<file path="src/design/assert_macros.svh">
// Assertion macros for the queue design.
`ifndef ASSERT_MACROS_SVH
`define ASSERT_MACROS_SVH

// Check that an expression holds at every clock edge out of reset.
`define SPQ_ASSERT_ALWAYS(label, expr, msg) \
    label: assert property (@(posedge aclk) disable iff (!aresetn) (expr)) \
        else $error(msg);

// Check that a condition implies another in the following cycle.
`define SPQ_ASSERT_NEXT(label, ante, cons, msg) \
    label: assert property (@(posedge aclk) disable iff (!aresetn) (ante) |=> (cons)) \
        else $error(msg);

`endif

</file>
<file path="src/design/spq_pkg.sv">
// Shared types and constants for the sorted priority queue.
package spq_pkg;

    localparam int QUEUE_DEPTH_DEF = 16;
    localparam int OP_W            = 2;
    localparam int ID_W            = 8;
    localparam int PR_W            = 8;
    localparam int STATUS_W        = 2;
    localparam int S_TDATA_W       = 24;
    localparam int M_TDATA_W       = 24;

    typedef enum logic [OP_W-1:0] {
        OP_PUSH   = 2'd0,
        OP_POP    = 2'd1,
        OP_REMOVE = 2'd2
    } spq_op_t;

    typedef enum logic [STATUS_W-1:0] {
        STS_DONE = 2'd0,
        STS_MISS = 2'd1,
        STS_FULL = 2'd2
    } spq_status_t;

    typedef enum logic [1:0] {
        ST_IDLE,
        ST_WORK,
        ST_ROT
    } spq_state_t;

    typedef enum logic [1:0] {
        CELL_HOLD,
        CELL_PUSH,
        CELL_SHIFT,
        CELL_ROTATE
    } spq_cell_cmd_t;

    typedef struct packed {
        spq_cell_cmd_t   cmd;
        logic [ID_W-1:0] new_id;
        logic [PR_W-1:0] new_pr;
        logic            keep;
    } spq_cell_ctrl_t;

endpackage

</file>
<file path="src/design/spq_cell.sv">
// One slot of the queue row: holds an id and priority pair and trades with its neighbours.
module spq_cell #(
    parameter int QUEUE_DEPTH = spq_pkg::QUEUE_DEPTH_DEF,
    parameter int IDX         = 0
) (
    input  logic                          aclk,
    input  spq_pkg::spq_cell_ctrl_t       ctrl,
    input  logic [$clog2(QUEUE_DEPTH+1)-1:0] count,
    input  logic                          left_stays,
    input  logic [spq_pkg::ID_W-1:0]      left_id,
    input  logic [spq_pkg::PR_W-1:0]      left_pr,
    input  logic [spq_pkg::ID_W-1:0]      right_id,
    input  logic [spq_pkg::PR_W-1:0]      right_pr,
    input  logic [spq_pkg::ID_W-1:0]      head_id,
    input  logic [spq_pkg::PR_W-1:0]      head_pr,
    output logic                          stays,
    output logic [spq_pkg::ID_W-1:0]      slot_id,
    output logic [spq_pkg::PR_W-1:0]      slot_pr
);

    localparam int CW = $clog2(QUEUE_DEPTH + 1);

    logic [spq_pkg::ID_W-1:0] id_reg, id_next;
    logic [spq_pkg::PR_W-1:0] pr_reg, pr_next;
    logic                     occupied;
    logic                     tail_hit;

    assign occupied = CW'(IDX) < count;
    assign tail_hit = CW'(IDX + 1) == count;
    // Entry of equal or better priority keeps its place on a push.
    assign stays    = occupied && (pr_reg <= ctrl.new_pr);

    always_comb begin
        id_next = id_reg;
        pr_next = pr_reg;
        case (ctrl.cmd)
            spq_pkg::CELL_PUSH: begin
                if (!stays) begin
                    if (left_stays) begin
                        id_next = ctrl.new_id;
                        pr_next = ctrl.new_pr;
                    end else begin
                        id_next = left_id;
                        pr_next = left_pr;
                    end
                end
            end
            spq_pkg::CELL_SHIFT: begin
                id_next = right_id;
                pr_next = right_pr;
            end
            spq_pkg::CELL_ROTATE: begin
                if (tail_hit && ctrl.keep) begin
                    id_next = head_id;
                    pr_next = head_pr;
                end else begin
                    id_next = right_id;
                    pr_next = right_pr;
                end
            end
            default: begin
                id_next = id_reg;
                pr_next = pr_reg;
            end
        endcase
    end

    always_ff @(posedge aclk) begin
        id_reg <= id_next;
        pr_reg <= pr_next;
    end

    assign slot_id = id_reg;
    assign slot_pr = pr_reg;

endmodule

</file>
<file path="src/design/stable_priority_queue_remove_by_id_core.sv">
// Top level of the stable sorted priority queue with removal by task id.
//
// Ready queue for a scheduler: a row of QUEUE_DEPTH cells, slot 0 the head, kept
// sorted by priority (lower first, equal priorities in arrival order).
// Requests arrive on the s_ channel (operation, task id, priority); each gives
// exactly one result on the m_ channel (status, id, priority, queue empty).
// Push: every cell compares its priority with the new one in parallel and either
//   holds, takes the new entry or takes its left neighbour.
// Pop: every cell takes its right neighbour.
// Remove: the row rotates once through the head, one entry per cycle unless the
//   final step waits for the output register; the first entry with a matching id
//   is dropped and reported, the rest return to their order.
// A request is taken only while the block is idle; the result sits in an output
// register, so the next request is taken while a result still waits.
// If the receiver stalls, the final step of the next request holds until the
// output register frees up.
// Reset (aresetn low, synchronous) empties the queue and drops any pending
// result; slot contents are not cleared and are never read while unoccupied.
`include "assert_macros.svh"

module stable_priority_queue_remove_by_id_core #(
    parameter int QUEUE_DEPTH = spq_pkg::QUEUE_DEPTH_DEF
) (
    input  logic                            aclk,
    input  logic                            aresetn,
    input  logic                            s_tvalid,
    output logic                            s_tready,
    // [1:0] operation, [9:2] task_id, [17:10] priority_req, [23:18] zero
    input  logic [spq_pkg::S_TDATA_W-1:0]   s_tdata,
    output logic                            m_tvalid,
    input  logic                            m_tready,
    // [1:0] status, [9:2] out_task_id, [17:10] out_priority, [18] queue_empty,
    // [23:19] zero
    output logic [spq_pkg::M_TDATA_W-1:0]   m_tdata
);

    localparam int CW = $clog2(QUEUE_DEPTH + 1);
    localparam int ID_W = spq_pkg::ID_W;
    localparam int PR_W = spq_pkg::PR_W;

    // Control and request state
    spq_pkg::spq_state_t  state_reg, state_next;
    spq_pkg::spq_op_t     req_op_reg, req_op_next;
    logic [ID_W-1:0]      req_id_reg, req_id_next;
    logic [PR_W-1:0]      req_pr_reg, req_pr_next;
    logic [CW-1:0]        count_reg, count_next;
    logic [CW-1:0]        steps_reg, steps_next;
    logic                 found_reg, found_next;
    logic [ID_W-1:0]      found_id_reg, found_id_next;
    logic [PR_W-1:0]      found_pr_reg, found_pr_next;

    // Output register
    logic                 out_valid_reg, out_valid_next;
    spq_pkg::spq_status_t out_status_reg, out_status_next;
    logic [ID_W-1:0]      out_id_reg, out_id_next;
    logic [PR_W-1:0]      out_pr_reg, out_pr_next;
    logic                 out_empty_reg, out_empty_next;

    logic                 s_accept;
    logic                 out_free;
    logic                 head_keep;
    spq_pkg::spq_cell_ctrl_t cell_ctrl;

    // Cell row taps
    logic [ID_W-1:0]      slot_id [QUEUE_DEPTH];
    logic [PR_W-1:0]      slot_pr [QUEUE_DEPTH];
    logic                 slot_stays [QUEUE_DEPTH];

    assign s_tready = state_reg == spq_pkg::ST_IDLE;
    assign s_accept = s_tvalid && s_tready;
    assign out_free = !out_valid_reg || m_tready;
    // Drop the head only if it is the first match seen during this rotation.
    assign head_keep = found_reg || (slot_id[0] != req_id_reg);

    generate
        for (genvar i = 0; i < QUEUE_DEPTH; i++) begin : g_cell
            logic            l_stays;
            logic [ID_W-1:0] l_id, r_id;
            logic [PR_W-1:0] l_pr, r_pr;

            if (i == 0) begin : g_first
                assign l_stays = 1'b1;
                assign l_id    = slot_id[i];
                assign l_pr    = slot_pr[i];
            end else begin : g_inner_l
                assign l_stays = slot_stays[i-1];
                assign l_id    = slot_id[i-1];
                assign l_pr    = slot_pr[i-1];
            end

            if (i == QUEUE_DEPTH - 1) begin : g_last
                assign r_id = slot_id[i];
                assign r_pr = slot_pr[i];
            end else begin : g_inner_r
                assign r_id = slot_id[i+1];
                assign r_pr = slot_pr[i+1];
            end

            spq_cell #(
                .QUEUE_DEPTH (QUEUE_DEPTH),
                .IDX         (i)
            ) u_cell (
                .aclk       (aclk),
                .ctrl       (cell_ctrl),
                .count      (count_reg),
                .left_stays (l_stays),
                .left_id    (l_id),
                .left_pr    (l_pr),
                .right_id   (r_id),
                .right_pr   (r_pr),
                .head_id    (slot_id[0]),
                .head_pr    (slot_pr[0]),
                .stays      (slot_stays[i]),
                .slot_id    (slot_id[i]),
                .slot_pr    (slot_pr[i])
            );
        end
    endgenerate

    always_comb begin
        state_next      = state_reg;
        req_op_next     = req_op_reg;
        req_id_next     = req_id_reg;
        req_pr_next     = req_pr_reg;
        count_next      = count_reg;
        steps_next      = steps_reg;
        found_next      = found_reg;
        found_id_next   = found_id_reg;
        found_pr_next   = found_pr_reg;
        out_valid_next  = out_valid_reg && !m_tready;
        out_status_next = out_status_reg;
        out_id_next     = out_id_reg;
        out_pr_next     = out_pr_reg;
        out_empty_next  = out_empty_reg;
        cell_ctrl.cmd    = spq_pkg::CELL_HOLD;
        cell_ctrl.new_id = req_id_reg;
        cell_ctrl.new_pr = req_pr_reg;
        cell_ctrl.keep   = head_keep;

        unique case (state_reg)
            spq_pkg::ST_IDLE: begin
                if (s_accept) begin
                    req_op_next = spq_pkg::spq_op_t'(s_tdata[1:0]);
                    req_id_next = s_tdata[9:2];
                    req_pr_next = s_tdata[17:10];
                    state_next  = spq_pkg::ST_WORK;
                end
            end
            spq_pkg::ST_WORK: begin
                if (out_free) begin
                    // Default result: miss, no data; override per operation.
                    out_valid_next  = 1'b1;
                    out_status_next = spq_pkg::STS_MISS;
                    out_id_next     = '0;
                    out_pr_next     = '0;
                    out_empty_next  = count_reg == '0;
                    state_next      = spq_pkg::ST_IDLE;
                    unique case (req_op_reg)
                        spq_pkg::OP_PUSH: begin
                            if (count_reg == CW'(QUEUE_DEPTH)) begin
                                out_status_next = spq_pkg::STS_FULL;
                            end else begin
                                cell_ctrl.cmd   = spq_pkg::CELL_PUSH;
                                count_next      = count_reg + 1'b1;
                                out_status_next = spq_pkg::STS_DONE;
                                out_empty_next  = 1'b0;
                            end
                        end
                        spq_pkg::OP_POP: begin
                            if (count_reg != '0) begin
                                cell_ctrl.cmd   = spq_pkg::CELL_SHIFT;
                                count_next      = count_reg - 1'b1;
                                out_status_next = spq_pkg::STS_DONE;
                                out_id_next     = slot_id[0];
                                out_pr_next     = slot_pr[0];
                                out_empty_next  = count_reg == CW'(1);
                            end
                        end
                        spq_pkg::OP_REMOVE: begin
                            if (count_reg != '0) begin
                                // Hold the result back and start the rotation.
                                out_valid_next = out_valid_reg && !m_tready;
                                out_status_next = out_status_reg;
                                out_id_next     = out_id_reg;
                                out_pr_next     = out_pr_reg;
                                out_empty_next  = out_empty_reg;
                                steps_next      = count_reg;
                                found_next      = 1'b0;
                                state_next      = spq_pkg::ST_ROT;
                            end
                        end
                        default: begin
                            out_status_next = spq_pkg::STS_MISS;
                        end
                    endcase
                end
            end
            spq_pkg::ST_ROT: begin
                // Advance one entry per cycle; hold the final step while the output is busy.
                if (steps_reg != CW'(1) || out_free) begin
                    cell_ctrl.cmd = spq_pkg::CELL_ROTATE;
                    steps_next    = steps_reg - 1'b1;
                    if (!head_keep) begin
                        count_next    = count_reg - 1'b1;
                        found_next    = 1'b1;
                        found_id_next = slot_id[0];
                        found_pr_next = slot_pr[0];
                    end
                    if (steps_reg == CW'(1)) begin
                        out_valid_next = 1'b1;
                        out_empty_next = count_next == '0;
                        state_next     = spq_pkg::ST_IDLE;
                        if (found_next) begin
                            out_status_next = spq_pkg::STS_DONE;
                            out_id_next     = found_id_next;
                            out_pr_next     = found_pr_next;
                        end else begin
                            out_status_next = spq_pkg::STS_MISS;
                            out_id_next     = '0;
                            out_pr_next     = '0;
                        end
                    end
                end
            end
            default: begin
                state_next = spq_pkg::ST_IDLE;
            end
        endcase
    end

    always_ff @(posedge aclk) begin
        if (!aresetn) begin
            state_reg     <= spq_pkg::ST_IDLE;
            count_reg     <= '0;
            out_valid_reg <= 1'b0;
            steps_reg     <= '0;
            found_reg     <= 1'b0;
        end else begin
            state_reg     <= state_next;
            count_reg     <= count_next;
            out_valid_reg <= out_valid_next;
            steps_reg     <= steps_next;
            found_reg     <= found_next;
        end
    end

    always_ff @(posedge aclk) begin
        req_op_reg     <= req_op_next;
        req_id_reg     <= req_id_next;
        req_pr_reg     <= req_pr_next;
        found_id_reg   <= found_id_next;
        found_pr_reg   <= found_pr_next;
        out_status_reg <= out_status_next;
        out_id_reg     <= out_id_next;
        out_pr_reg     <= out_pr_next;
        out_empty_reg  <= out_empty_next;
    end

    assign m_tvalid = out_valid_reg;
    assign m_tdata  = {5'b0, out_empty_reg, out_pr_reg, out_id_reg, out_status_reg};

    `SPQ_ASSERT_ALWAYS(a_count_bound, count_reg <= CW'(QUEUE_DEPTH),
        "entry count exceeds queue depth")
    `SPQ_ASSERT_NEXT(a_rot_no_grow, state_reg == spq_pkg::ST_ROT,
        count_reg <= $past(count_reg), "entry count grew during a remove")
    `SPQ_ASSERT_NEXT(a_push_grows, cell_ctrl.cmd == spq_pkg::CELL_PUSH,
        count_reg == $past(count_reg) + 1'b1, "push did not add exactly one entry")

endmodule

</file>
<file path="config.mk">
export PLATFORM = sky130hd
export DESIGN_NAME = stable_priority_queue_remove_by_id_core
export DESIGN_NICKNAME = d
export VERILOG_FILES = /design/src/design/spq_pkg.sv /design/src/design/spq_cell.sv /design/src/design/stable_priority_queue_remove_by_id_core.sv
export VERILOG_INCLUDE_DIRS = /design/src /design/src/design
export SDC_FILE = /design/constraint.sdc
export NUM_CORES = 1
export LEC_CHECK = 0
export CORE_MARGIN = 3
export CORE_UTILIZATION = 40
export DETAILED_ROUTE_END_ITERATION = 8
export DONT_BUFFER_PORTS = 1
export SLEW_MARGIN = 40
export SYNTH_ARGS = -nofsm -noshare
export SYNTH_HDL_FRONTEND = slang
export SYNTH_SLANG_ARGS = --single-unit
</file>
<file path="constraint.sdc">
create_clock -name aclk -period 4.9 [get_ports aclk]
set_input_delay 0.49 -clock aclk [delete_from_list [all_inputs] [get_ports aclk]]
set_output_delay 0.49 -clock aclk [all_outputs]
set_load 0.03 [all_outputs]
</file>
## Yosys cells after proc, flatten, opt, wreduce, memory -nomap -nowiden

Index checks and enable logic that the tools add are counted.

| storage, ports and cells | value |
|---|---|
| flip-flop bits (word level) | 323 |
| input port bits | 28 |

| cells by class | value |
|---|---|
| muxes and demuxes | 200 |
| add/subtract/negate cells | 3 |
| order comparisons | 32 |
| reduce and logical (&&, ||, !) cells | 69 |
| equal/unequal tests | 56 |

Operator list:

| cell | number |
|---|---|
| $mux 8 | 107 |
| $pmux 8 s3 | 30 |
| $le 8x8->1 | 16 |
| $pmux 8 s2 | 6 |
| $mux 5 | 11 |
| $ne 2x2->1 const B | 22 |
| $eq 4x5->1 const A | 8 |
| $lt 4x5->1 const A | 8 |
| $logic_and 1x1->1 | 34 |
| $reduce_and 2->1 | 16 |
| $pmux 5 s2 | 3 |
| $mux 2 | 13 |
| $mux 1 | 21 |
| $eq 3x5->1 const A | 4 |
| $lt 3x5->1 const A | 4 |
| $pmux 2 s2 | 3 |
| $pmux 2 s3 | 2 |
| $eq 2x5->1 const A | 2 |
| $eq 5x1->1 const B | 2 |
| $logic_not 5->1 | 2 |
| $lt 1x5->1 const A | 2 |
| $lt 2x5->1 const A | 2 |
| $reduce_and 5->1 | 2 |
| $sub 5x1->5 const B | 2 |
| 22 further kinds | 38 |

## Longest topological paths before layout

| depth | value |
|---|---|
| word-level depth | 9 |
| depth in mapped cells | 12 |
| depth with buffers taken out | 9 |

## Cells and area by module

Synthesis repeated with hierarchy kept, for this count alone.

| unflattened totals | value |
|---|---|
| cell total of the unflattened synthesis | 2,208 |
| area, all modules | 23,214.8 µm² |

By module, submodules not included:

| module | cells an instance | instances | area an instance (µm²) |
|---|---|---|---|
| stable_priority_queue_remove_by_id_core | 275 | 1 | 3,355.7 |
| spq_cell (g_cell[4].u_cell ...) | 125 | 2 | 1,252.5 |
| spq_cell (g_cell[12].u_cell) | 124 | 1 | 1,298.7 |
| spq_cell (g_cell[2].u_cell) | 121 | 1 | 1,268.7 |
| spq_cell (g_cell[0].u_cell) | 122 | 1 | 1,253.7 |
| spq_cell (g_cell[10].u_cell) | 124 | 1 | 1,253.7 |
| spq_cell (g_cell[9].u_cell) | 124 | 1 | 1,251.2 |
| spq_cell (g_cell[3].u_cell) | 125 | 1 | 1,249.9 |
| spq_cell (g_cell[15].u_cell) | 124 | 1 | 1,248.7 |
| spq_cell (g_cell[14].u_cell) | 122 | 1 | 1,247.4 |
| spq_cell (g_cell[7].u_cell) | 125 | 1 | 1,247.4 |
| spq_cell (g_cell[11].u_cell) | 125 | 1 | 1,244.9 |
| spq_cell (g_cell[6].u_cell) | 123 | 1 | 1,244.9 |
| spq_cell (g_cell[1].u_cell) | 107 | 1 | 1,186.1 |
| +2 rows | -- | -- | -- |

## Worst setup path after synthesis

OpenSTA, ideal clock, no wires.

| timing | value |
|---|---|
| path type | register to register |
| from | reg req_pr_reg[1] |
| to | reg g_cell[12].u_cell.id_reg, in the netlist g_cell[12].u_cell.slot_id[0] (enable) |
| stages on the path, launching flop included | 12 |
| path slack | 1,340 ps |
| clock period less this slack | 3,560 ps |
| arrival time | 3,166 ps |
| path buffers | 3 |
| library setup time | 394 ps |
| path through | edfxtp_1 -> clkbuf_1 -> inv_1 -> ha_1 -> nor2b_1 -> o211ai_1 -> a21oi_1 -> o22ai_1 -> o21a_1 -> buf_2 -> clkbuf_1 -> a21oi_1 |

| on the way | value |
|---|---|
| word-level cells in the longest chain between the ends | 4 |

Ends and longest elaborated chain:

| item | line | RTL |
|---|---|---|
| from (decl) | stable_priority_queue_remove_by_id_core.sv:45 | `logic [PR_W-1:0] req_pr_reg, req_pr_next;` |
| from (signal assigned) | stable_priority_queue_remove_by_id_core.sv:250 | `req_pr_reg <= req_pr_next;` |
| $le 8x8->1 | spq_cell.sv:31 | `assign stays = occupied && (pr_reg <= ctrl.new_pr);` |
| $logic_and 1x1->1 | spq_cell.sv:31 |  |
| $ne 2x2->1 (no line) | -- |  |
| $reduce_and 2->1 (no line) | -- |  |
| to (signal assigned) | spq_cell.sv:69 | `id_reg <= id_next;` |
| to (decl) | spq_cell.sv:23 | `logic [spq_pkg::ID_W-1:0] id_reg, id_next;` |

Every way passes these cells.
A chain may end at the register's enable or synchronous reset.

## Worst setup path in the final report

| timing | value |
|---|---|
| from | reg req_pr_reg[6] |
| to | reg g_cell[7].u_cell.id_reg, in the netlist g_cell[7].u_cell.slot_id[5], data pin |

| on the way | value |
|---|---|
| word-level cells in the longest chain between the ends | 5 |

Ends and longest elaborated chain:

| item | line | RTL |
|---|---|---|
| $le 8x8->1 | spq_cell.sv:31 |  |
| $logic_and 1x1->1 | spq_cell.sv:31 |  |
| $mux 8 | spq_cell.sv:39 | `if (left_stays) begin` |
| $mux 8 | spq_cell.sv:38 | `if (!stays) begin` |
| $pmux 8 s3 | spq_cell.sv:36 | `case (ctrl.cmd)` |
| net g_cell[7].u_cell.id_next (one bit) | spq_cell.sv:23 |  |
| to (signal assigned) | spq_cell.sv:69 |  |
| to (decl) | spq_cell.sv:23 |  |

The timed path passes the listed nets, and every way through them passes these cells. The select of a mux whose other input is x is not followed.

==> impl_metrics.csv <==
group,metric,value,unit
outcome,outcome,"finished clean",
critical_path,cp-end-kind,"flip-flop",
clocking,clkTransAtPathRegs,0.06,ns
cells_and_area,fill_cells,4790,
yosys,yosysMostFrequentCell,"edfxtp_1",
clocking,postCtsSetupBuffers,0,
pwr,netSwitchingFraction,24.1,%
yosys,synth_top_flop_cell,"edfxtp_1",
cells_and_area,drive_above_1_share,9.78,%
pwr,p_int,5240,uW
sta,rsz0062_at_grt,"false",
yosys,yosys.area.top_type_share,44.5,%
flow_run,cap_violations,0,
critical_path,cp_cell_sequence,"inv_1, buf_4, ha_1, nand4_1, a21oi_1, a2111oi_1, a2bb2oi_2, buf_4, mux2i_1, o221ai_1",
clocking,clock_latency,0.56,ns
grt,antenna_found_initial,0,
clocking,cts-buffers-inserted,38,
yosys,synth.largest_area_cell,"edfxtp_1",
critical_path,cp.arrival,4.22,ns
critical_path,crit_path_max_fanout,17,
floorplan,die_h,234,um
yosys,synth_edf_count,309,
sta,finalSetupViolations,0,
hold_path,hold_path.class,"input pin to flip-flop",
yosys,synth_warnings,0,
cells_and_area,synthToLayoutAreaGrowth,10.6,%
floorplan,die_w,234,um
critical_path,cp_common_cell,"buf_4",
sta,worstMarginPinSlew,0.837,ns
floorplan,io-pin-count,54,
critical_path,slowest_stage,"edfxtp_1",
clocking,ctsResizeCount,0,
detailed_routing,drtAntennaViolNets,0,
detailed_routing,routed_wl,60300,um
cells_and_area,num_antenna_cells,0,
place,port_buffers,0,
yosys,ys_ff_latch,323,
cells_and_area,regArea,9560,um2
pwr,power_switching,1660,uW
sta,finalCritPeriodShare,80.5,%
pwr,powerDensity,299,nW/um2
yosys,synthCells,1936,
sta,holdWs,0.133,ns
critical_path,path_class,"flip-flop to flip-flop",
clocking,cts_tree,"built",
detailed_routing,wire_per_inst,23.2,um
sta,slew_violations,0,
pwr,power_frac_seq,46.2,%
floorplan,num_rows,83,
critical_path,required,5.18,ns
floorplan,start_util,40.6,%
yosys,synth.distinct_cells,74,
yosys,synthArstFlopShare,0,%
sta,timing.fmax,253,MHz
place,gp_congestion,0.857,
yosys,synth.area.top_cells,"edfxtp_1 44%, mux2i_1 12%, ha_1 8.3%",
yosys,netlist_area,20900,um2
clocking,cts_buffer_depth,3,
sta,tns,0,ns
floorplan,dieArea,54900,um2
sta,maxSlewHeadroom,44.2,%
clocking,root_buffer,"clkbuf_16",
hold_path,hold_depth,2,
detailed_routing,viasPerCell,6.22,
pwr,combPwrFrac,7.7,%
cells_and_area,multiInputGateArea,10500,um2
pwr,p_clk_share,46.1,%
yosys,yosysSeqAreaShare,45.8,%
sta,hold_violations,0,
detailed_routing,drtPass1Iterations,5,
floorplan,core_area,51400,um2
clocking,cts-htree-levels,2,
pwr,max-vdd-ir-drop,0.253,mV
detailed_routing,drc_errors,0,
grt,grt-ovfl-total,0,
sta,clock_skew,0.0181,ns
detailed_routing,vias,16201,
clocking,cts.sinks,323,
pwr,leakagePower,0.00725,uW
detailed_routing,drt_iter0_drc,1612,
grt,grt_max_degree,115,
grt,first_global_vias,15766,
critical_path,slowest_delay,0.76,ns
yosys,ys_top_cells_by_count,"309 x edfxtp_1, 240 x mux2i_1, 199 x nand2_1, 143 x a22oi_1, 138 x ha_1",
grt,grt_pass1_wl,93000,um
critical_path,startpoint_type,"flip-flop",
yosys,syn_area_per_cell,10.8,um2
cells_and_area,finish.net_count,2061,
sta,period_minus_slack,3.95,ns
grt,globalRouteTotalUtil,21.5,%
critical_path,reg2reg_depth,10,
place,place_hpwl,44400,um
-- critical path, delay by kind of cell, from the launching register on --
family	cells	cell delay, ns
AO/OA/AOI/OAI	4	1.05
adder cells (fa/ha/maj)	1	0.31
buffers and inverters	3	1.11
flip-flops	1	0.76
multiplexers	1	0.26
AND/OR/NAND/NOR	1	0.15
-- cells in the final DEF, fill, tap and decap left out, types with 6 or more instances in the layout --
| master | netlist | layout |
|---|---|---|
| mux2_2 | 17 | 17 |
| clkinv_1 | 1 | 6 |
| dlygate4sd3_1 | 0 | 18 |
| ha_1 | 138 | 138 |
| edfxtp_1 | 309 | 309 |
| nor2b_1 | 19 | 19 |
| o21ai_0 | 92 | 92 |
| a22oi_1 | 143 | 143 |
| o21ai_1 | 87 | 87 |
| mux2i_1 | 240 | 240 |
| nand4_1 | 35 | 35 |
| a21oi_2 | 8 | 6 |
| a31oi_1 | 22 | 22 |
| bufinv_16 | 0 | 10 |
| or3_1 | 6 | 6 |
| nor2_2 | 1 | 6 |
| o221ai_1 | 65 | 65 |
| buf_4 | 17 | 61 |
| a21o_1 | 7 | 7 |
| nand3_1 | 25 | 25 |
| nor3_1 | 9 | 6 |
| o211ai_1 | 30 | 30 |
| clkinv_2 | 0 | 9 |
| a22o_1 | 17 | 17 |
| nor2_1 | 71 | 65 |
| clkbuf_16 | 0 | 38 |
| a21oi_1 | 81 | 81 |
| dfxtp_1 | 14 | 14 |
| xnor2_1 | 12 | 12 |
| o21a_1 | 6 | 6 |
| inv_1 | 38 | 37 |
| nand2_1 | 199 | 199 |
-- final timing paths --
kind / slack [ns] / start / endpoint
worst max-delay path: 0.95 / req_pr_reg[6] / g_cell[7].u_cell.slot_id[5]
worst min-delay path: 0.13 / s_tvalid / state_reg[0]
worst max register to register: 0.95 / req_pr_reg[6] / g_cell[7].u_cell.slot_id[5]
worst min register to register: 0.49 / steps_reg[1] / steps_reg[1]
-- kinds of logic (layout without fill, tap and decap cells) --
group	count (synthesis)	count (layout)	share of synthesized area, %
AND/OR/NAND/NOR	394	394	8.65
other	1	5	0.0180
adder cells (fa/ha/maj)	138	138	8.28
multiplexers	257	257	12.4
buffers and inverters	204	187	4.52
flip-flops	323	323	45.8
XOR/XNOR	13	13	0.546
AO/OA/AOI/OAI	606	606	19.7
-- final cells by class --
class,count,area share [%]
tap,680,3.69
sequential,323,41.5
inverter,39,0.635
multi-input combinational,1413,45.4
clock inverter,28,1.80
timing repair buffer,80,2.85
clock buffer,40,4.16
-- power groups by stage --
stage | Clock (uW) | Combinational (uW) | Sequential (uW)
CTS | 3240 | 523 | 3190
floorplan | 0 | 410 | 3190
finish | 3180 | 530 | 3190
global placement | 0 | 490 | 3250
global route | 3330 | 586 | 3200
detailed placement | 0 | 508 | 3250
-- per-layer routing --
metal	vias to the layer above	part of all wire, %	global-route usage [%]
li1	7452	-	-
met1	8057	45	30.8
met2	593	46	34.3
met3	99	5.8	2.83
met4	0	2.5	5.67
met5	-	0	0
-- timing repair --
item,4_1_cts,5_1_grt
endpoints found under the hold margin,18,0
hold buffers,18,0
setup endpoints to repair,0,0
-- stage by stage --
step	setup WS, ns	cells	instance area [um2]	util [%]	total power [uW]
floorplan	1.34	1940	20900	-	3600
detailed placement	0.960	2516	21500	41.8	3760
global route	0.728	2603	23100	44.9	7120
global placement	0.971	2516	21500	41.7	3740
finish	0.954	2603	23100	44.9	6900
CTS	0.905	2602	23000	44.8	6950
No activity file was read; power rests on OpenSTA's default activity.
